==> src/i2c_register_access_sequencer_assert.svh <==
// ----------------------------------------------------------------------------
// i2c register access sequencer assertion macros
// shared property forms for the sequencer checks
// ----------------------------------------------------------------------------
`ifndef I2C_REGISTER_ACCESS_SEQUENCER_ASSERT_SVH
`define I2C_REGISTER_ACCESS_SEQUENCER_ASSERT_SVH

// same-cycle implication, disabled during reset
`define I2CRAS_ASSERT_IMPLIES(label, clk, rst, ante, cons) \
   label: assert property (@(posedge clk) disable iff (rst) (ante) |-> (cons)) \
      else $error("i2cras assertion failed");

// next-cycle implication, disabled during reset
`define I2CRAS_ASSERT_NEXT(label, clk, rst, ante, cons) \
   label: assert property (@(posedge clk) disable iff (rst) (ante) |=> (cons)) \
      else $error("i2cras assertion failed");

`endif

==> src/i2cras_pkg.sv <==
// ----------------------------------------------------------------------------
// i2cras_pkg
// shared types and constants of the i2c register access sequencer
// ----------------------------------------------------------------------------
package i2cras_pkg;

   localparam int LENGTH_BITS = 8;

   localparam logic [1:0] OP_EVENT       = 2'd0;
   localparam logic [1:0] OP_START_READ  = 2'd1;
   localparam logic [1:0] OP_START_WRITE = 2'd2;
   localparam logic [1:0] OP_BUS_ERROR   = 2'd3;

   localparam logic [7:0] AUTO_INC_BIT = 8'h80;
   localparam logic [7:0] READ_BIT     = 8'h01;

   localparam logic [LENGTH_BITS-1:0] LEN_ONE = LENGTH_BITS'(1);

   localparam int IRQ_EVENT_BIT  = 0;
   localparam int IRQ_BUFFER_BIT = 1;

   typedef struct packed {
      logic [1:0] op;
      logic [7:0] reg_id;
      logic [7:0] write_value;
      logic [7:0] length;
      logic [7:0] rx_byte;
   } req_type;

   typedef struct packed {
      logic       send_valid;
      logic [7:0] send_byte;
      logic       request_start;
      logic       request_stop;
      logic       ack_enable;
      logic       buffer_irq_enable;
      logic       event_irq_enable;
      logic       rx_valid;
      logic [7:0] rx_data;
      logic       done_res;
      logic       error;
   } rsp_type;

   typedef struct packed {
      logic advance;
      logic drain;
   } step_ctrl_type;

endpackage

==> src/i2cras_if.sv <==
// ----------------------------------------------------------------------------
// i2cras channel interfaces
// request, response and register write channels with valid/ready
// ----------------------------------------------------------------------------
interface i2cras_req_if;
   logic       valid;
   logic       ready;
   logic [1:0] op;
   logic [7:0] reg_id;
   logic [7:0] write_value;
   logic [7:0] length;
   logic [7:0] rx_byte;

   modport source (output valid, op, reg_id, write_value, length, rx_byte,
                   input ready);
   modport sink   (input valid, op, reg_id, write_value, length, rx_byte,
                   output ready);
endinterface

interface i2cras_rsp_if;
   logic       valid;
   logic       ready;
   logic       send_valid;
   logic [7:0] send_byte;
   logic       request_start;
   logic       request_stop;
   logic       ack_enable;
   logic       buffer_irq_enable;
   logic       event_irq_enable;
   logic       rx_valid;
   logic [7:0] rx_data;
   logic       done_res;
   logic       error;

   modport source (output valid, send_valid, send_byte, request_start, request_stop,
                   ack_enable, buffer_irq_enable, event_irq_enable, rx_valid,
                   rx_data, done_res, error,
                   input ready);
   modport sink   (input valid, send_valid, send_byte, request_start, request_stop,
                   ack_enable, buffer_irq_enable, event_irq_enable, rx_valid,
                   rx_data, done_res, error,
                   output ready);
endinterface

interface i2cras_csr_if;
   logic       valid;
   logic       ready;
   logic [7:0] device_address;

   modport source (output valid, device_address, input ready);
   modport sink   (input valid, device_address, output ready);
endinterface

==> src/i2cras_seq.sv <==
// ----------------------------------------------------------------------------
// i2cras_seq
// phase state machine and response register of the register sequencer
// ----------------------------------------------------------------------------
`include "i2c_register_access_sequencer_assert.svh"

module i2cras_seq (
   input  logic                     clock,
   input  logic                     reset,
   input  i2cras_pkg::step_ctrl_type ctrl,
   input  i2cras_pkg::req_type       req,
   input  logic [7:0]               dev_addr,
   output logic                     rsp_valid,
   output i2cras_pkg::rsp_type       rsp
);

   typedef enum logic [3:0] {
      PH_IDLE     = 4'd0,
      PH_R_START  = 4'd1,
      PH_R_ADDR   = 4'd2,
      PH_R_REG    = 4'd3,
      PH_R_RSTART = 4'd4,
      PH_R_RADDR  = 4'd5,
      PH_R_MULTI  = 4'd6,
      PH_R_LAST   = 4'd7,
      PH_W_START  = 4'd8,
      PH_W_ADDR   = 4'd9,
      PH_W_REG    = 4'd10,
      PH_W_VAL    = 4'd11
   } phase_type;

   phase_type                          phase_ff, phase_in;
   logic [7:0]                         reg_byte_ff, reg_byte_in;
   logic [7:0]                         value_byte_ff, value_byte_in;
   logic [i2cras_pkg::LENGTH_BITS-1:0] remaining_ff, remaining_in;
   logic                               ack_ff, ack_in;
   logic [1:0]                         irq_ff, irq_in;
   logic                               rsp_valid_ff, rsp_valid_in;
   i2cras_pkg::rsp_type                rsp_ff, rsp_in;

   logic [31:0]                        len_ext;
   logic [i2cras_pkg::LENGTH_BITS-1:0] len_masked;
   logic [i2cras_pkg::LENGTH_BITS-1:0] rem_dec;
   logic                               go_last;

   assign len_ext    = 32'(req.length);
   assign len_masked = len_ext[i2cras_pkg::LENGTH_BITS-1:0];
   assign rem_dec    = remaining_ff - i2cras_pkg::LEN_ONE;

   always_comb begin
      phase_in      = phase_ff;
      reg_byte_in   = reg_byte_ff;
      value_byte_in = value_byte_ff;
      remaining_in  = remaining_ff;
      ack_in        = ack_ff;
      irq_in        = irq_ff;
      rsp_in        = '0;
      go_last       = 1'b0;

      case (req.op)
         i2cras_pkg::OP_START_READ, i2cras_pkg::OP_START_WRITE: begin
            if (phase_ff == PH_IDLE) begin
               reg_byte_in = req.reg_id;
               if (req.op == i2cras_pkg::OP_START_READ) begin
                  remaining_in = len_masked;
                  // auto-increment unless exactly one byte
                  if (len_masked != i2cras_pkg::LEN_ONE) begin
                     reg_byte_in = req.reg_id | i2cras_pkg::AUTO_INC_BIT;
                  end
                  phase_in = PH_R_START;
               end else begin
                  value_byte_in = req.write_value;
                  remaining_in  = i2cras_pkg::LEN_ONE;
                  phase_in      = PH_W_START;
               end
               irq_in                            = '0;
               irq_in[i2cras_pkg::IRQ_EVENT_BIT] = 1'b1;
               ack_in                            = 1'b1;
               rsp_in.request_start              = 1'b1;
            end
         end
         i2cras_pkg::OP_BUS_ERROR: begin
            if (phase_ff != PH_IDLE) begin
               phase_in     = PH_IDLE;
               irq_in       = '0;
               ack_in       = 1'b0;
               rsp_in.error = 1'b1;
            end
         end
         default: begin
            unique case (phase_ff)
               PH_IDLE: begin
               end
               PH_R_START: begin
                  rsp_in.send_valid = 1'b1;
                  rsp_in.send_byte  = dev_addr;
                  phase_in          = PH_R_ADDR;
               end
               PH_R_ADDR: begin
                  rsp_in.send_valid    = 1'b1;
                  rsp_in.send_byte     = reg_byte_ff;
                  rsp_in.request_start = 1'b1;
                  phase_in             = PH_R_REG;
               end
               PH_R_REG: begin
                  phase_in = PH_R_RSTART;
               end
               PH_R_RSTART: begin
                  rsp_in.send_valid = 1'b1;
                  rsp_in.send_byte  = dev_addr | i2cras_pkg::READ_BIT;
                  phase_in          = PH_R_RADDR;
               end
               PH_R_RADDR: begin
                  if (remaining_ff > i2cras_pkg::LEN_ONE) begin
                     phase_in = PH_R_MULTI;
                  end else begin
                     go_last = 1'b1;
                  end
               end
               PH_R_MULTI: begin
                  rsp_in.rx_valid = 1'b1;
                  rsp_in.rx_data  = req.rx_byte;
                  remaining_in    = rem_dec;
                  if (rem_dec <= i2cras_pkg::LEN_ONE) begin
                     go_last = 1'b1;
                  end
               end
               PH_R_LAST: begin
                  rsp_in.rx_valid = 1'b1;
                  rsp_in.rx_data  = req.rx_byte;
                  irq_in          = '0;
                  rsp_in.done_res = 1'b1;
                  phase_in        = PH_IDLE;
               end
               PH_W_START: begin
                  rsp_in.send_valid = 1'b1;
                  rsp_in.send_byte  = dev_addr;
                  phase_in          = PH_W_ADDR;
               end
               PH_W_ADDR: begin
                  rsp_in.send_valid = 1'b1;
                  rsp_in.send_byte  = reg_byte_ff;
                  phase_in          = PH_W_REG;
               end
               PH_W_REG: begin
                  rsp_in.send_valid = 1'b1;
                  rsp_in.send_byte  = value_byte_ff;
                  phase_in          = PH_W_VAL;
               end
               PH_W_VAL: begin
                  irq_in[i2cras_pkg::IRQ_EVENT_BIT] = 1'b0;
                  rsp_in.request_stop               = 1'b1;
                  rsp_in.done_res                   = 1'b1;
                  phase_in                          = PH_IDLE;
               end
               default: begin
                  phase_in = PH_IDLE;
               end
            endcase
         end
      endcase

      // ack dropped and stop requested ahead of the final byte
      if (go_last) begin
         ack_in                             = 1'b0;
         irq_in[i2cras_pkg::IRQ_BUFFER_BIT] = 1'b1;
         rsp_in.request_stop                = 1'b1;
         phase_in                           = PH_R_LAST;
      end

      rsp_in.ack_enable        = ack_in;
      rsp_in.buffer_irq_enable = irq_in[i2cras_pkg::IRQ_BUFFER_BIT];
      rsp_in.event_irq_enable  = irq_in[i2cras_pkg::IRQ_EVENT_BIT];
   end

   always_comb begin
      if (ctrl.advance) begin
         rsp_valid_in = 1'b1;
      end else if (ctrl.drain) begin
         rsp_valid_in = 1'b0;
      end else begin
         rsp_valid_in = rsp_valid_ff;
      end
   end

   always_ff @(posedge clock) begin
      if (reset) begin
         phase_ff      <= PH_IDLE;
         reg_byte_ff   <= '0;
         value_byte_ff <= '0;
         remaining_ff  <= '0;
         ack_ff        <= 1'b0;
         irq_ff        <= '0;
         rsp_valid_ff  <= 1'b0;
      end else begin
         rsp_valid_ff <= rsp_valid_in;
         if (ctrl.advance) begin
            phase_ff      <= phase_in;
            reg_byte_ff   <= reg_byte_in;
            value_byte_ff <= value_byte_in;
            remaining_ff  <= remaining_in;
            ack_ff        <= ack_in;
            irq_ff        <= irq_in;
         end
      end
      if (ctrl.advance) begin
         rsp_ff <= rsp_in;
      end
   end

   assign rsp_valid = rsp_valid_ff;
   assign rsp       = rsp_ff;

   `I2CRAS_ASSERT_IMPLIES(a_done_idle, clock, reset,
      rsp_valid_ff && rsp_ff.done_res, phase_ff == PH_IDLE)
   `I2CRAS_ASSERT_IMPLIES(a_error_clears, clock, reset,
      rsp_valid_ff && rsp_ff.error, phase_ff == PH_IDLE && !ack_ff && irq_ff == 2'b00)
   `I2CRAS_ASSERT_IMPLIES(a_last_levels, clock, reset,
      phase_ff == PH_R_LAST, !ack_ff && irq_ff[i2cras_pkg::IRQ_BUFFER_BIT])
   `I2CRAS_ASSERT_IMPLIES(a_rstart_with_index, clock, reset,
      rsp_valid_ff && rsp_ff.request_start && rsp_ff.send_valid, phase_ff == PH_R_REG)
   `I2CRAS_ASSERT_NEXT(a_start_leaves_idle, clock, reset,
      ctrl.advance && phase_ff == PH_IDLE &&
      (req.op == i2cras_pkg::OP_START_READ || req.op == i2cras_pkg::OP_START_WRITE),
      phase_ff != PH_IDLE && rsp_valid_ff && rsp_ff.request_start)

endmodule

==> src/i2c_register_access_sequencer.sv <==
// ----------------------------------------------------------------------------
// i2c_register_access_sequencer
// steps an i2c master through register writes and reads, one request per event
// ----------------------------------------------------------------------------
//   channel   dir   handshake        carries
//   req_ch    in    valid/ready      op, reg_id, write_value, length, rx_byte
//   rsp_ch    out   valid/ready      bus requests, levels, rx byte, done, error
//   csr_ch    in    valid/ready      device_address
//
// an accepted request is held in the input register, then one pass of the phase
// logic writes its result into the response register once that register is free
// one request per cycle sustained while the response is not stalled
// reset is synchronous and clears the phase, levels and the request and response valid flags
// a stalled response holds its register; the input register still takes
// one more request, then req_ch.ready drops until the response moves
// ----------------------------------------------------------------------------
module i2c_register_access_sequencer (
   input logic          clock,
   input logic          reset,
   i2cras_req_if.sink   req_ch,
   i2cras_rsp_if.source rsp_ch,
   i2cras_csr_if.sink   csr_ch
);

   logic                      req_valid_ff, req_valid_in;
   i2cras_pkg::req_type       req_ff;
   logic [7:0]                dev_addr_ff;
   logic                      rsp_valid;
   i2cras_pkg::rsp_type       rsp;
   i2cras_pkg::step_ctrl_type ctrl;

   assign ctrl.advance = req_valid_ff && (!rsp_valid || rsp_ch.ready);
   assign ctrl.drain   = rsp_ch.ready;

   assign req_ch.ready = !req_valid_ff || ctrl.advance;
   assign csr_ch.ready = 1'b1;

   always_comb begin
      if (req_ch.valid && req_ch.ready) begin
         req_valid_in = 1'b1;
      end else if (ctrl.advance) begin
         req_valid_in = 1'b0;
      end else begin
         req_valid_in = req_valid_ff;
      end
   end

   always_ff @(posedge clock) begin
      if (reset) begin
         req_valid_ff <= 1'b0;
         dev_addr_ff  <= '0;
      end else begin
         req_valid_ff <= req_valid_in;
         if (csr_ch.valid && csr_ch.ready) begin
            dev_addr_ff <= csr_ch.device_address;
         end
      end
      if (req_ch.valid && req_ch.ready) begin
         req_ff.op          <= req_ch.op;
         req_ff.reg_id      <= req_ch.reg_id;
         req_ff.write_value <= req_ch.write_value;
         req_ff.length      <= req_ch.length;
         req_ff.rx_byte     <= req_ch.rx_byte;
      end
   end

   i2cras_seq u_seq (
      .clock     (clock),
      .reset     (reset),
      .ctrl      (ctrl),
      .req       (req_ff),
      .dev_addr  (dev_addr_ff),
      .rsp_valid (rsp_valid),
      .rsp       (rsp)
   );

   assign rsp_ch.valid             = rsp_valid;
   assign rsp_ch.send_valid        = rsp.send_valid;
   assign rsp_ch.send_byte         = rsp.send_byte;
   assign rsp_ch.request_start     = rsp.request_start;
   assign rsp_ch.request_stop      = rsp.request_stop;
   assign rsp_ch.ack_enable        = rsp.ack_enable;
   assign rsp_ch.buffer_irq_enable = rsp.buffer_irq_enable;
   assign rsp_ch.event_irq_enable  = rsp.event_irq_enable;
   assign rsp_ch.rx_valid          = rsp.rx_valid;
   assign rsp_ch.rx_data           = rsp.rx_data;
   assign rsp_ch.done_res          = rsp.done_res;
   assign rsp_ch.error             = rsp.error;

endmodule
==> src/flat_wrapper.sv <==
// flat-port wrapper written by rule: the top's interface ports become plain ports
module i2c_register_access_sequencer_flat 
  (clock, reset, req_ch_valid, req_ch_op, req_ch_reg_id, req_ch_write_value, req_ch_length, req_ch_rx_byte, req_ch_ready, rsp_ch_valid, rsp_ch_send_valid, rsp_ch_send_byte, rsp_ch_request_start, rsp_ch_request_stop, rsp_ch_ack_enable, rsp_ch_buffer_irq_enable, rsp_ch_event_irq_enable, rsp_ch_rx_valid, rsp_ch_rx_data, rsp_ch_done_res, rsp_ch_error, rsp_ch_ready, csr_ch_valid, csr_ch_device_address, csr_ch_ready);
  i2cras_req_if req_ch_i ();
  i2cras_rsp_if rsp_ch_i ();
  i2cras_csr_if csr_ch_i ();
  input logic clock;
  input logic reset;
  input wire logic [$bits(req_ch_i.valid)-1:0] req_ch_valid;
  input wire logic [$bits(req_ch_i.op)-1:0] req_ch_op;
  input wire logic [$bits(req_ch_i.reg_id)-1:0] req_ch_reg_id;
  input wire logic [$bits(req_ch_i.write_value)-1:0] req_ch_write_value;
  input wire logic [$bits(req_ch_i.length)-1:0] req_ch_length;
  input wire logic [$bits(req_ch_i.rx_byte)-1:0] req_ch_rx_byte;
  output wire logic [$bits(req_ch_i.ready)-1:0] req_ch_ready;
  output wire logic [$bits(rsp_ch_i.valid)-1:0] rsp_ch_valid;
  output wire logic [$bits(rsp_ch_i.send_valid)-1:0] rsp_ch_send_valid;
  output wire logic [$bits(rsp_ch_i.send_byte)-1:0] rsp_ch_send_byte;
  output wire logic [$bits(rsp_ch_i.request_start)-1:0] rsp_ch_request_start;
  output wire logic [$bits(rsp_ch_i.request_stop)-1:0] rsp_ch_request_stop;
  output wire logic [$bits(rsp_ch_i.ack_enable)-1:0] rsp_ch_ack_enable;
  output wire logic [$bits(rsp_ch_i.buffer_irq_enable)-1:0] rsp_ch_buffer_irq_enable;
  output wire logic [$bits(rsp_ch_i.event_irq_enable)-1:0] rsp_ch_event_irq_enable;
  output wire logic [$bits(rsp_ch_i.rx_valid)-1:0] rsp_ch_rx_valid;
  output wire logic [$bits(rsp_ch_i.rx_data)-1:0] rsp_ch_rx_data;
  output wire logic [$bits(rsp_ch_i.done_res)-1:0] rsp_ch_done_res;
  output wire logic [$bits(rsp_ch_i.error)-1:0] rsp_ch_error;
  input wire logic [$bits(rsp_ch_i.ready)-1:0] rsp_ch_ready;
  input wire logic [$bits(csr_ch_i.valid)-1:0] csr_ch_valid;
  input wire logic [$bits(csr_ch_i.device_address)-1:0] csr_ch_device_address;
  output wire logic [$bits(csr_ch_i.ready)-1:0] csr_ch_ready;
  assign req_ch_i.valid = req_ch_valid;
  assign req_ch_i.op = req_ch_op;
  assign req_ch_i.reg_id = req_ch_reg_id;
  assign req_ch_i.write_value = req_ch_write_value;
  assign req_ch_i.length = req_ch_length;
  assign req_ch_i.rx_byte = req_ch_rx_byte;
  assign req_ch_ready = req_ch_i.ready;
  assign rsp_ch_valid = rsp_ch_i.valid;
  assign rsp_ch_send_valid = rsp_ch_i.send_valid;
  assign rsp_ch_send_byte = rsp_ch_i.send_byte;
  assign rsp_ch_request_start = rsp_ch_i.request_start;
  assign rsp_ch_request_stop = rsp_ch_i.request_stop;
  assign rsp_ch_ack_enable = rsp_ch_i.ack_enable;
  assign rsp_ch_buffer_irq_enable = rsp_ch_i.buffer_irq_enable;
  assign rsp_ch_event_irq_enable = rsp_ch_i.event_irq_enable;
  assign rsp_ch_rx_valid = rsp_ch_i.rx_valid;
  assign rsp_ch_rx_data = rsp_ch_i.rx_data;
  assign rsp_ch_done_res = rsp_ch_i.done_res;
  assign rsp_ch_error = rsp_ch_i.error;
  assign rsp_ch_i.ready = rsp_ch_ready;
  assign csr_ch_i.valid = csr_ch_valid;
  assign csr_ch_i.device_address = csr_ch_device_address;
  assign csr_ch_ready = csr_ch_i.ready;
  i2c_register_access_sequencer u_core (.clock(clock), .reset(reset), .req_ch(req_ch_i), .rsp_ch(rsp_ch_i), .csr_ch(csr_ch_i));
endmodule
==> config.mk <==
export PLATFORM = sky130hd
export DESIGN_NAME = i2c_register_access_sequencer_flat
export DESIGN_NICKNAME = d
export VERILOG_FILES = /design/src/i2cras_pkg.sv /design/src/i2cras_if.sv /design/src/i2cras_seq.sv /design/src/i2c_register_access_sequencer.sv /design/src/flat_wrapper.sv
export VERILOG_INCLUDE_DIRS = /design/src /design/src/src
export SDC_FILE = /design/constraint.sdc
export NUM_CORES = 1
export LEC_CHECK = 0
export BUFFER_PORTS_ARGS = -buffer_cell sky130_fd_sc_hd__buf_2
export CAP_MARGIN = 30
export CELL_PAD_IN_SITES_DETAIL_PLACEMENT = 0
export CELL_PAD_IN_SITES_GLOBAL_PLACEMENT = 1
export CORE_ASPECT_RATIO = 1.25
export CORE_MARGIN = 3
export CORE_UTILIZATION = 40
export DETAILED_ROUTE_END_ITERATION = 7
export PLACE_DENSITY = 0.75
export SLEW_MARGIN = 10
export SYNTH_ARGS = -nofsm -noshare
export SYNTH_HDL_FRONTEND = slang
export SYNTH_SLANG_ARGS = --single-unit
export TNS_END_PERCENT = 20
==> constraint.sdc <==
create_clock -name clock -period 6.3 [get_ports clock]
set_clock_uncertainty 0.2 [all_clocks]
set_input_delay 1.26 -clock clock [delete_from_list [all_inputs] [get_ports clock]]
set_output_delay 1.26 -clock clock [all_outputs]
set_load 0.005 [all_outputs]
== After elaboration in Yosys (flattened, before gate mapping) ==
Index checks and enable logic that the tools add are counted.

* $add $sub $neg: 1
* Order comparisons: 2
* Equal/unequal tests: 20
* Multiplexer cells: 40
* Bitwise operators: 3
* Reduce and logical (&&, ||, !) cells: 23

{| class="wikitable"
|+ Operators with widths
! cell !! count
|-
| $mux W8 || 5
|-
| $pmux W4 S9 || 1
|-
| $pmux W9 S4 || 1
|-
| $mux W4 || 5
|-
| $mux W1 || 19
|-
| $eq A4 B3 Y1 const B || 4
|-
| $eq A4 B4 Y1 const B || 4
|-
| $pmux W8 S2 || 1
|-
| $reduce_or A2 Y1 || 6
|-
| $mux W9 || 1
|-
| $eq A4 B2 Y1 const B || 2
|-
| $gt A8 B1 Y1 const B || 1
|-
| $le A8 B1 Y1 const B || 1
|-
| $ne A8 B1 Y1 const B || 1
|-
| $pmux W4 S2 || 1
|-
| $reduce_and A4 Y1 || 2
|-
| $sub A8 B1 Y8 const B || 1
|-
| $ne A3 B3 Y1 const B || 2
|-
| $pmux W1 S2 || 3
|-
| $reduce_bool A2 Y1 || 3
|-
| $ne A5 B5 Y1 const B || 1
|-
| $reduce_and A5 Y1 || 1
|-
| $eq A2 B2 Y1 const B || 2
|-
| $eq A4 B1 Y1 const B || 1
|-
| 14 further kinds || 20
|}

* Register bits after elaboration: 100
* Logic and storage cells: 114

== Longest topological paths before layout ==
Gate-level depths: netlist of run 1.

* Depth in word-level cells: 7
* Mapped depth: 9
* Mapped depth without buffers: 8

== Hierarchy ==
Synthesis of run 1 repeated with hierarchy kept, for this count alone.

* Cells, all modules: 430
* Area total of the unflattened synthesis: 4614.4 µm²

{| class="wikitable"
|+ Modules (own cells, without submodules)
! module !! instances !! cells an instance !! area an instance (µm²) !! sequential area each (µm²)
|-
| i2cras_seq || 1 || 361 || 3229.3 || 1391.3
|-
| i2c_register_access_sequencer || 1 || 69 || 1385.1 || 1201.2
|}

== Worst setup path before layout of run 1 ==
OpenSTA, ideal clock, no wires.

* Kind: input to register
* From: input rsp_ch_ready
* To: register u_core.u_seq.value_byte_ff[6]
* Data arrival time: 2.853 ns
* Data required time: 6.029 ns
* Path slack: 3.176 ns
* Cell stages on the path: 8
* Path buffers: 2
* Cell sequence: nor2b_1 nand2b_1 clkbuf_1 inv_2 nand3_1 clkbuf_1 o21ai_0 a21oi_1

* Cells in the longest elaborated chain, start to end: 3

{| class="wikitable"
|+ Ends and longest elaborated chain
! element !! line !! source
|-
| from (decl) || flat_wrapper.sv:28 || <nowiki>input wire logic [$bits(rsp_ch_i.ready)-1:0] rsp_ch_ready;</nowiki>
|-
| $logic_or A1 B1 Y1 || i2c_register_access_sequencer.sv:32 || <nowiki>assign ctrl.advance = req_valid_ff && (!rsp_valid || rsp_ch.ready);</nowiki>
|-
| $logic_and A1 B1 Y1 || i2c_register_access_sequencer.sv:32 ||
|-
| $reduce_and A4 Y1 (no source line) || - ||
|-
| to (signal assigned) || i2cras_seq.sv:200 || <nowiki>value_byte_ff <= value_byte_in;</nowiki>
|-
| to (decl) || i2cras_seq.sv:34 || <nowiki>logic [7:0] value_byte_ff, value_byte_in;</nowiki>
|}

No other way between the ends.
A chain may end at the register's enable or synchronous reset.

== Final worst setup path of run 1 ==
Ends and elaborated chain as after synthesis.

==> results of run 1 <==
## stage by stage
step	hold slack, ns	area [um^2]
after floorplan	0.2368	4498
after global placement	0.2423	4922
after detailed placement	0.2485	4922
after CTS	0.2582	5221
after global routing	0.2767	5221
final	0.2541	5221
## cells in the mapped netlist, types with 5 or more instances
library cell  number  share of area, %
nand2_1           36               3.0
clkbuf_1          16               1.3
dfxtp_1           41                18
nor3_1            10               1.1
edfxtp_1          59                39
o21ai_0           13               1.4
inv_1             13               1.1
o21ai_1            6              0.67
a22oi_1            9               1.5
a31oi_1            5              0.70
a21oi_1           38               4.2
ha_1              10               2.8
buf_2              7              0.78
and2_1             9               1.3
nor3b_1            5              0.83
mux2i_1           13               2.9
nor2_1            53               4.4
## sequential cells by signal (all words and copies together) (netlist names)
name                        flops
u_core.u_seq.value_byte_ff      8
u_core.u_seq.ack_ff             1
u_core.u_seq.remaining_ff       8
u_core.u_seq.rsp_valid          1
u_core.u_seq.reg_byte_ff        8
u_core.req_valid_ff             1
u_core.u_seq.phase_ff           4
u_core.u_seq.irq_ff             2
u_core.req_ff                  34
u_core.dev_addr_ff              8
u_core.u_seq.rsp               25
## power breakdown
part	leakage, nW	internal, W	switching [W]
Sequential	0.907	0.000730	0.0000293
Combinational	0.883	0.0000773	0.000109
Clock	0.148	0.000312	0.000237
## cell families (layout without fill, tap and decap cells)
kind of cell	after synthesis	in the layout	share of synthesized area, %
compound gates	103	103	15.16
xor+xnor	4	4	0.7790
fa+ha+maj	10	10	2.782
buf+inv	42	106	4.033
flops	100	100	57.64
mux	16	16	3.644
other cells	1	1	0.08337
simple gates	142	142	15.88
## worst max path at each step
stage,from,to,slack (ns),cells after the start
final,rsp_ch_ready,u_core.u_seq.value_byte_ff[6]$_SDFFE_PP0P_,2.65,8
after global routing,rsp_ch_ready,u_core.u_seq.value_byte_ff[6]$_SDFFE_PP0P_,2.24,8
after CTS,rsp_ch_ready,u_core.u_seq.value_byte_ff[6]$_SDFFE_PP0P_,2.62,8
after detailed placement,rsp_ch_ready,u_core.u_seq.value_byte_ff[6]$_SDFFE_PP0P_,2.27,8
after global placement,rsp_ch_ready,u_core.u_seq.value_byte_ff[0]$_SDFFE_PP0P_,2.42,8
after floorplan,rsp_ch_ready,u_core.u_seq.value_byte_ff[6]$_SDFFE_PP0P_,3.18,8
## metal layers
| layer | track usage, % | vias up | part of all wire [%] |
|---|---|---|---|
| met5 | 0 | - | 0 |
| met4 | 5.472 | 0 | 1.6 |
| met3 | 2.633 | 13 | 4.7 |
| met2 | 24.66 | 76 | 48 |
| met1 | 20.62 | 1469 | 46 |
| li1 | - | 1620 | - |
## worst max-delay path, delay by kind of cell
family	cells	cell delay, ns
AOI/OAI and AO/OA	1	0.14
and+or+nand+nor	5	1.65
buffers and inverters	2	0.63
## cell type report
| class | instances | area (um^2) | area share [%] |
|---|---|---|---|
| multi-input cells | 276 | 1724 | 33.02 |
| repair buffers | 76 | 387.9 | 7.429 |
| well taps | 132 | 165.2 | 3.163 |
| clock buffers | 10 | 229.0 | 4.385 |
| inverters | 14 | 52.55 | 1.006 |
| clock inverters | 6 | 70.07 | 1.342 |
| flip-flops and latches | 100 | 2592 | 49.65 |
## layout by cell type (no fill, tap or decap), drive strengths merged, types with 8 or more instances in the layout
cell	n
clkbuf	10
nor3	10
mux2i	13
a22oi	10
a21oi	39
edfxtp	59
o21ai	19
nand2	36
inv	17
a211oi	8
dfxtp	41
buf	76
and2	9
ha	10
nor2	54
==> results.yml, run 1 <==
critical_path:
  reg2reg_depth: 6
  path_class: "input pin to flop"
  worst_ep_arrival_time_ns: 3.71
  regToRegSetupSlack_ns: 3.04
  cp-end-kind: "flop"
  crit_chain: "buf_2 > nor2b_1 > nand2b_1 > inv_2 > nand3_1 > nor2_1 > nand2_1 > a21oi_1"
  crit_slowest_cell: "nor2_1"
  crit_required_ns: 6.36
  rr_endpoint: "u_core.u_seq.remaining_ff[3]$_SDFFE_PP0P_"
  critPathMaxStageDelay_ns: 0.58
  cp-start-kind: "input pin"
  r2r_start: "u_core.req_ff[33]$_DFFE_PP_"
  crit_fanout: 30
cts:
  htree_levels: 3
  cts_made_buffers: 9
  ctsHoldBuffers: 0
  clock_sinks: 100
  clock_path_buffers: 2
  post-cts-setup-buffers: 0
  cts_tree: "yes"
  clk-insertion-delay-late_ns: 0.34
  clkTransAtPathRegs_ns: 0.07
  cts_root_buf: "clkbuf_16"
  post_cts_resized: 0
floorplan:
  start_util_pct: 41.75
  coreArea_um2: 10770
  chipHeight_um: 124.6
  ios: 75
  die-area_um2: 12560
  rows: 42
  die_w_um: 100.8
sta:
  max_freq_mhz: 273.8
  setup_viol: 0
  finalCriticalPeriod_ns: 3.652
  report.final.slew_viol_count: 0
  fin_setup_tns_ns: 0
  fin_ws_ns: 2.648
  rsz0062_at_grt: "no"
  period_share_pct: 57.97
  slew_headroom_pct: 35.70
  finalHoldViolations: 0
  worst_pin_slew_ns: 0.9628
synthesis:
  ys_warn_count: 0
  ys_seq_area_share_pct: 57.64
  syn_avg_cell_area_um2: 10.76
  synth-seq-cells: 100
  synth_top_flop_cell: "edfxtp_1"
  syn-cell-area_um2: 4498
  syn_inst: 418
  synth_cell_types: 62
  synthArstFlopShare_pct: 0
  syn-num-nets: 475
  synth_edf_count: 59
global_routing:
  antenna_found_initial: 0
  grt_pass1_vias: 3078
  grt_max_degree: 42
  grt_pass1_wl_mm: 15.39
  grtUsageTotal_pct: 15.34
  grt_overflow: 0
cells_and_area:
  syn2layout_area_growth_pct: 16.08
  fin_util_pct: 48.47
  nFillCells: 1009
  instances_no_fill: 614
  diodes: 0
  fin_nets: 534
  layout-drive-gt1-share_pct: 22.41
placement:
  pre_cts_ws_ns: 2.270
  portBuffers: 73
  dp_hpwl_mm: 6.187
  dpl.cell_count: 598
  gp_congestion: 0.8094
power:
  powerDensity_nw_per_um2: 286.2
  power_w: 0.001494
  p_leak_nw: 1.937
  ir_drop_mv: 0.1309
drt:
  via_count: 3178
  drt_iter0_drc: 172
  firstDrtPassIters: 4
  post-route-drc-count: 0
  via_per_inst: 5.176
  drt-total-wl_mm: 9.051
  wire_per_inst_um: 14.74
  final_antenna_net_count: 0
job:
  cap_viol_max_count: 0
hold_path:
  min-delay-start: "u_core.u_seq.reg_byte_ff[6]$_SDFFE_PP0P_"
  min_path_type: "flop to flop"
  min_path_cells: 2
  whs_endpoint: "u_core.u_seq.reg_byte_ff[6]$_SDFFE_PP0P_"
outcome:
  outcome: "completed"
Note: power is estimated with default switching activity, not from simulation.
==> run 2: changes to the inputs <==
Settings changed: PLACE_DENSITY 0.75 to 0.78.
Clock period 6.3 ns to 3.1 ns, I/O delays scaled along.
==> run 2 against run 1 <==
Net effect: sequential cell count unchanged; final area up 0.46%; global-route usage up 0.32 points; clock power up 86%; final cell count up 1.1%; register-to-register slack worse by 2.6 ns; sequential power up 100%; total power up 98%; sequential share of layout area down 0.23 points; core utilization up 0.22 points; non-clock buffer count up 7; count of clock-buffer cells in the layout up 1; highest routed layer unchanged.
==> results.yml, run 2 (synthesized netlist as in run 1, its figures left out) <==
drt:
  via_count: 3255
  via_per_inst: 5.242
  wire_per_inst_um: 14.88
  post-route-drc-count: 0
  drt-total-wl_mm: 9.242
  final_antenna_net_count: 0
  drt_iter0_drc: 160
  firstDrtPassIters: 4
power:
  switching_share_pct: 25.61
  intPower_w: 0.002196
  power_w: 0.002952
  combPwrFrac_pct: 13.2
  powerDensity_nw_per_um2: 562.8
  ir_drop_mv: 0.3224
  power_frac_seq_pct: 52.2
  switchingPower_w: 0.0007561
  clockPowerShare_pct: 34.6
  p_leak_nw: 1.953
placement:
  dp_hpwl_mm: 6.521
  gp_congestion: 0.8344
  portBuffers: 73
critical_path:
  critPathMaxStageDelay_ns: 0.54
  crit_required_ns: 3.16
  r2r_start: "u_core.u_seq.remaining_ff[0]$_SDFFE_PP0P_"
  crit_chain: "inv_1 > ha_1 > or4b_4 > nor4b_4 > o311ai_2 > a21oi_4 > nor2_2 > a211oi_2"
  cp-start-kind: "flop"
  regToRegSetupSlack_ns: 0.43
  cp-end-kind: "flop"
  path_class: "flop to flop"
  reg2reg_depth: 8
  worst_ep_arrival_time_ns: 2.72
  rr_endpoint: "u_core.u_seq.phase_ff[1]$_SDFFE_PP0P_"
  crit_fanout: 10
  crit_slowest_cell: "or4b_4"
global_routing:
  grt_pass1_wl_mm: 15.71
  grt_overflow: 0
  grt_max_degree: 42
  antenna_found_initial: 0
  grtUsageTotal_pct: 15.66
  grt_pass1_vias: 3212
outcome:
  outcome: "completed"
cells_and_area:
  largest-register: "u_core.req_ff"
  nFillCells: 1002
  final_common_cell: "buf_2"
  regArea_um2: 2592
  fin_nets: 541
  largest_reg_flops: 34
  syn2layout_area_growth_pct: 16.61
  layout_common_cells: "73 x buf_2, 59 x edfxtp_1, 53 x nor2_1"
  multi_input_area_um2: 1724
  diodes: 0
  layout-drive-gt1-share_pct: 23.11
floorplan:
  chipHeight_um: 124.6
  coreArea_um2: 10770
  die_w_um: 100.8
  ios: 75
  rows: 42
  start_util_pct: 41.75
  die-area_um2: 12560
cts:
  clk-insertion-delay-late_ns: 0.34
  clock_sinks: 100
  post_cts_resized: 0
  htree_levels: 3
  cts_tree: "yes"
  cts_root_buf: "clkbuf_16"
  clkTransAtPathRegs_ns: 0.07
  clock_path_buffers: 2
  ctsHoldBuffers: 0
  post-cts-setup-buffers: 0
  cts_made_buffers: 9
sta:
  slew_headroom_pct: 42.80
  period_share_pct: 86.02
  rsz0062_at_grt: "no"
  fin_setup_tns_ns: 0
  whs_ns: 0.2491
  max_freq_mhz: 375.0
  finalHoldViolations: 0
  report.final.slew_viol_count: 0
  worst_pin_slew_ns: 0.8581
  setup_viol: 0
  finalCriticalPeriod_ns: 2.667
hold_path:
  min_path_cells: 1
  min-delay-start: "req_ch_rx_byte[1]"
  whs_endpoint: "u_core.req_ff[1]$_DFFE_PP_"
  min_path_type: "input pin to flop"
job:
  cap_viol_max_count: 0
[run 2: cell types whose count changed in the layout (fill, tap and decap cells not counted), sizes merged]
cell | previous run | this run
buf | 76 | 83
clkinvlp | 0 | 1
bufinv | 1 | 0
clkinv | 2 | 3
clkbuf | 10 | 11
inv | 17 | 15
[run 2: worst max-delay path: cells and delay by family, from the launching register on]
kind,cells,cell delay [ns]
and+or+nand+nor,3,0.88
buffers and inverters,1,0.12
AOI/OAI and AO/OA,3,0.68
adders and majority gates,1,0.29
DFF,1,0.40
[run 2: cell type report]
class,count,share of cell area (%)
clock inverter,5,0.7156
clock buffer,11,4.437
timing repair buffer,83,8.397
tap,132,3.149
inverter,14,1.002
sequential,100,49.43
multi-input combinational,276,32.87
[run 2: routing by layer]
metal | vias to the layer above | GRT usage, % | share of wire, %
met5 | - | 0 | 0
li1 | 1633 | - | -
met4 | 0 | 7.534 | 2.4
met1 | 1521 | 19.93 | 44
met3 | 19 | 2.633 | 4.8
met2 | 82 | 25.47 | 48
[run 2: power by group through the flow]
stage / Clock, W / Sequential, W / Combinational [W]
floorplan: 0 / 0.00154 / 0.000303
global placement: 0 / 0.00157 / 0.000385
detailed placement: 0 / 0.00157 / 0.000393
CTS: 0.00105 / 0.00154 / 0.000395
global route: 0.00112 / 0.00155 / 0.000441
finish: 0.00102 / 0.00154 / 0.000390
[run 2: stage by stage]
| step | cell area, um^2 | worst slack, ns | util, % | instances |
|---|---|---|---|---|
| floorplan | 4498 | 0.5814 | - | 418 |
| global placement | 4975 | 0.5370 | 46.18 | 605 |
| detailed placement | 4975 | 0.4628 | 46.18 | 605 |
| CTS | 5245 | 0.4238 | 48.69 | 621 |
| global route | 5245 | 0.2004 | 48.69 | 621 |
| finish | 5245 | 0.4333 | 48.69 | 621 |
[run 2: worst max path at each step]
stage	startpoint	end	slack (ns)	cells past startpoint
2_1_floorplan	u_core.u_seq.remaining_ff[0]$_SDFFE_PP0P_	u_core.u_seq.phase_ff[1]$_SDFFE_PP0P_	0.58	9
3_3_place_gp	u_core.u_seq.remaining_ff[0]$_SDFFE_PP0P_	u_core.u_seq.phase_ff[1]$_SDFFE_PP0P_	0.54	8
3_5_place_dp	u_core.u_seq.remaining_ff[0]$_SDFFE_PP0P_	u_core.u_seq.phase_ff[1]$_SDFFE_PP0P_	0.46	8
4_1_cts	u_core.u_seq.remaining_ff[0]$_SDFFE_PP0P_	u_core.u_seq.phase_ff[1]$_SDFFE_PP0P_	0.42	8
5_1_grt	u_core.u_seq.remaining_ff[0]$_SDFFE_PP0P_	u_core.u_seq.phase_ff[1]$_SDFFE_PP0P_	0.20	8
6_report	u_core.u_seq.remaining_ff[0]$_SDFFE_PP0P_	u_core.u_seq.phase_ff[1]$_SDFFE_PP0P_	0.43	8
==> run 3: changes to the inputs <==
Settings changed: CORE_ASPECT_RATIO 1.25 to 0.5.
==> run 3 against run 2 <==
Net effect: routed wire length grew 5.9%; total power grew 7.6%; critical path depth is the same; sequential cell count is the same; combinational power grew 2%; critical endpoint unchanged.
==> results.yml, run 3 (synthesized netlist as in run 1, its figures left out) <==
outcome:
  outcome: "completed"
sta:
  setup_viol: 0
  finalHoldViolations: 0
  rsz0062_at_grt: "no"
  fin_ws_ns: 0.3576
  period_share_pct: 88.46
  worst_pin_slew_ns: 0.8534
  max_freq_mhz: 364.6
  fin_setup_tns_ns: 0
  report.final.slew_viol_count: 0
  slew_headroom_pct: 43.11
  finalCriticalPeriod_ns: 2.742
job:
  cap_viol_max_count: 0
cells_and_area:
  design_area_um2: 5339
  largest-register: "u_core.req_ff"
  largest_reg_flops: 34
  layout_common_cells: "73 x buf_2, 59 x edfxtp_1, 53 x nor2_1"
  fin_nets: 544
  fin_util_pct: 50.50
  nFillCells: 955
  syn2layout_area_growth_pct: 18.69
  diodes: 0
  final_common_cell: "buf_2"
  layout-drive-gt1-share_pct: 23.98
cts:
  clk-insertion-delay-late_ns: 0.34
  ctsHoldBuffers: 0
  cts_made_buffers: 9
  post_cts_resized: 0
  clock_sinks: 100
  htree_levels: 3
  clock_path_buffers: 2
  post-cts-setup-buffers: 0
  cts_root_buf: "clkbuf_16"
  cts_tree: "yes"
  clkTransAtPathRegs_ns: 0.07
global_routing:
  antenna_found_initial: 0
  grt_max_degree: 42
  grt_pass1_wl_mm: 15.87
  grtUsageTotal_pct: 16.07
  grt_overflow: 0
  grt_pass1_vias: 3044
power:
  powerDensity_nw_per_um2: 594.7
  ir_drop_mv: 0.2800
  power_w: 0.003175
  p_leak_nw: 2.004
floorplan:
  start_util_pct: 42.54
  die-area_um2: 12630
  coreArea_um2: 10570
  rows: 26
  chipHeight_um: 80.99
  die_w_um: 156.0
  ios: 75
critical_path:
  crit_required_ns: 3.16
  crit_fanout: 10
  cp-end-kind: "flop"
  worst_ep_arrival_time_ns: 2.80
  path_class: "flop to flop"
  cp-start-kind: "flop"
placement:
  pre_cts_ws_ns: 0.4312
  place_area_um2: 5007
  portBuffers: 73
  gp_congestion: 0.8537
  dp_hpwl_mm: 6.858
drt:
  final_antenna_net_count: 0
  drt-total-wl_mm: 9.786
  wire_per_inst_um: 15.48
  via_per_inst: 5.196
  firstDrtPassIters: 4
  post-route-drc-count: 0
  via_count: 3284
  drt_iter0_drc: 268
hold_path:
  min_path_type: "input pin to flop"
[run 3: area by class of cell]
cell class / instances / area, um^2 / area share [%]
clock inverter: 7 / 106.4 / 1.992
inverter: 14 / 52.55 / 0.9843
timing repair buffer: 86 / 462.9 / 8.671
multi-input combinational: 276 / 1724 / 32.29
tap: 140 / 175.2 / 3.281
clock buffer: 9 / 225.2 / 4.218
sequential: 100 / 2592 / 48.56
[run 3: layer usage]
layer  global-route usage (%)  up-vias  wire [um]
met5                        0        -          0
met4                    4.317        0         48
met3                    4.204        4        595
met2                    22.03       93       3999
met1                    24.77     1540       5143
li1                         -     1647          -
[run 3: metrics by stage]
stage / hold WS [ns] / instances
6_report: 0.2539 / 632
5_1_grt: 0.2275 / 632
2_1_floorplan: 0.2368 / 418
3_5_place_dp: 0.2490 / 616
3_3_place_gp: 0.2427 / 616
4_1_cts: 0.2429 / 632
[run 3: worst paths after layout]
| path | from | endpoint | cells past startpoint | slack (ns) |
|---|---|---|---|---|
| worst max-delay path | u_core.u_seq.remaining_ff[0]$_SDFFE_PP0P_ | u_core.u_seq.phase_ff[1]$_SDFFE_PP0P_ | 8 | 0.36 |
| worst min-delay path | req_ch_rx_byte[3] | u_core.req_ff[3]$_DFFE_PP_ | 1 | 0.25 |
| worst max register to register | u_core.u_seq.remaining_ff[0]$_SDFFE_PP0P_ | u_core.u_seq.phase_ff[1]$_SDFFE_PP0P_ | 8 | 0.36 |
| worst min register to register | u_core.u_seq.reg_byte_ff[2]$_SDFFE_PP0P_ | u_core.u_seq.reg_byte_ff[2]$_SDFFE_PP0P_ | 2 | 0.26 |
[run 3: where the power goes]
group | leakage, nW | switching [W] | total [W] | internal [W]
Clock | 0.163 | 0.000509 | 0.00123 | 0.000725
Combinational | 0.933 | 0.000231 | 0.000398 | 0.000167
Sequential | 0.907 | 0.0000609 | 0.00154 | 0.00148
Total | 2.00 | 0.000801 | 0.00318 | 0.00237
[run 3: critical path, stage by stage (launching register included)]
cell and delay, ns:
dfxtp_1 0.41, inv_1 0.13, ha_1 0.30, or4b_4 0.54, nor4b_4 0.26, o311ai_2 0.21
a21oi_4 0.29, nor2_2 0.10, a211oi_2 0.21
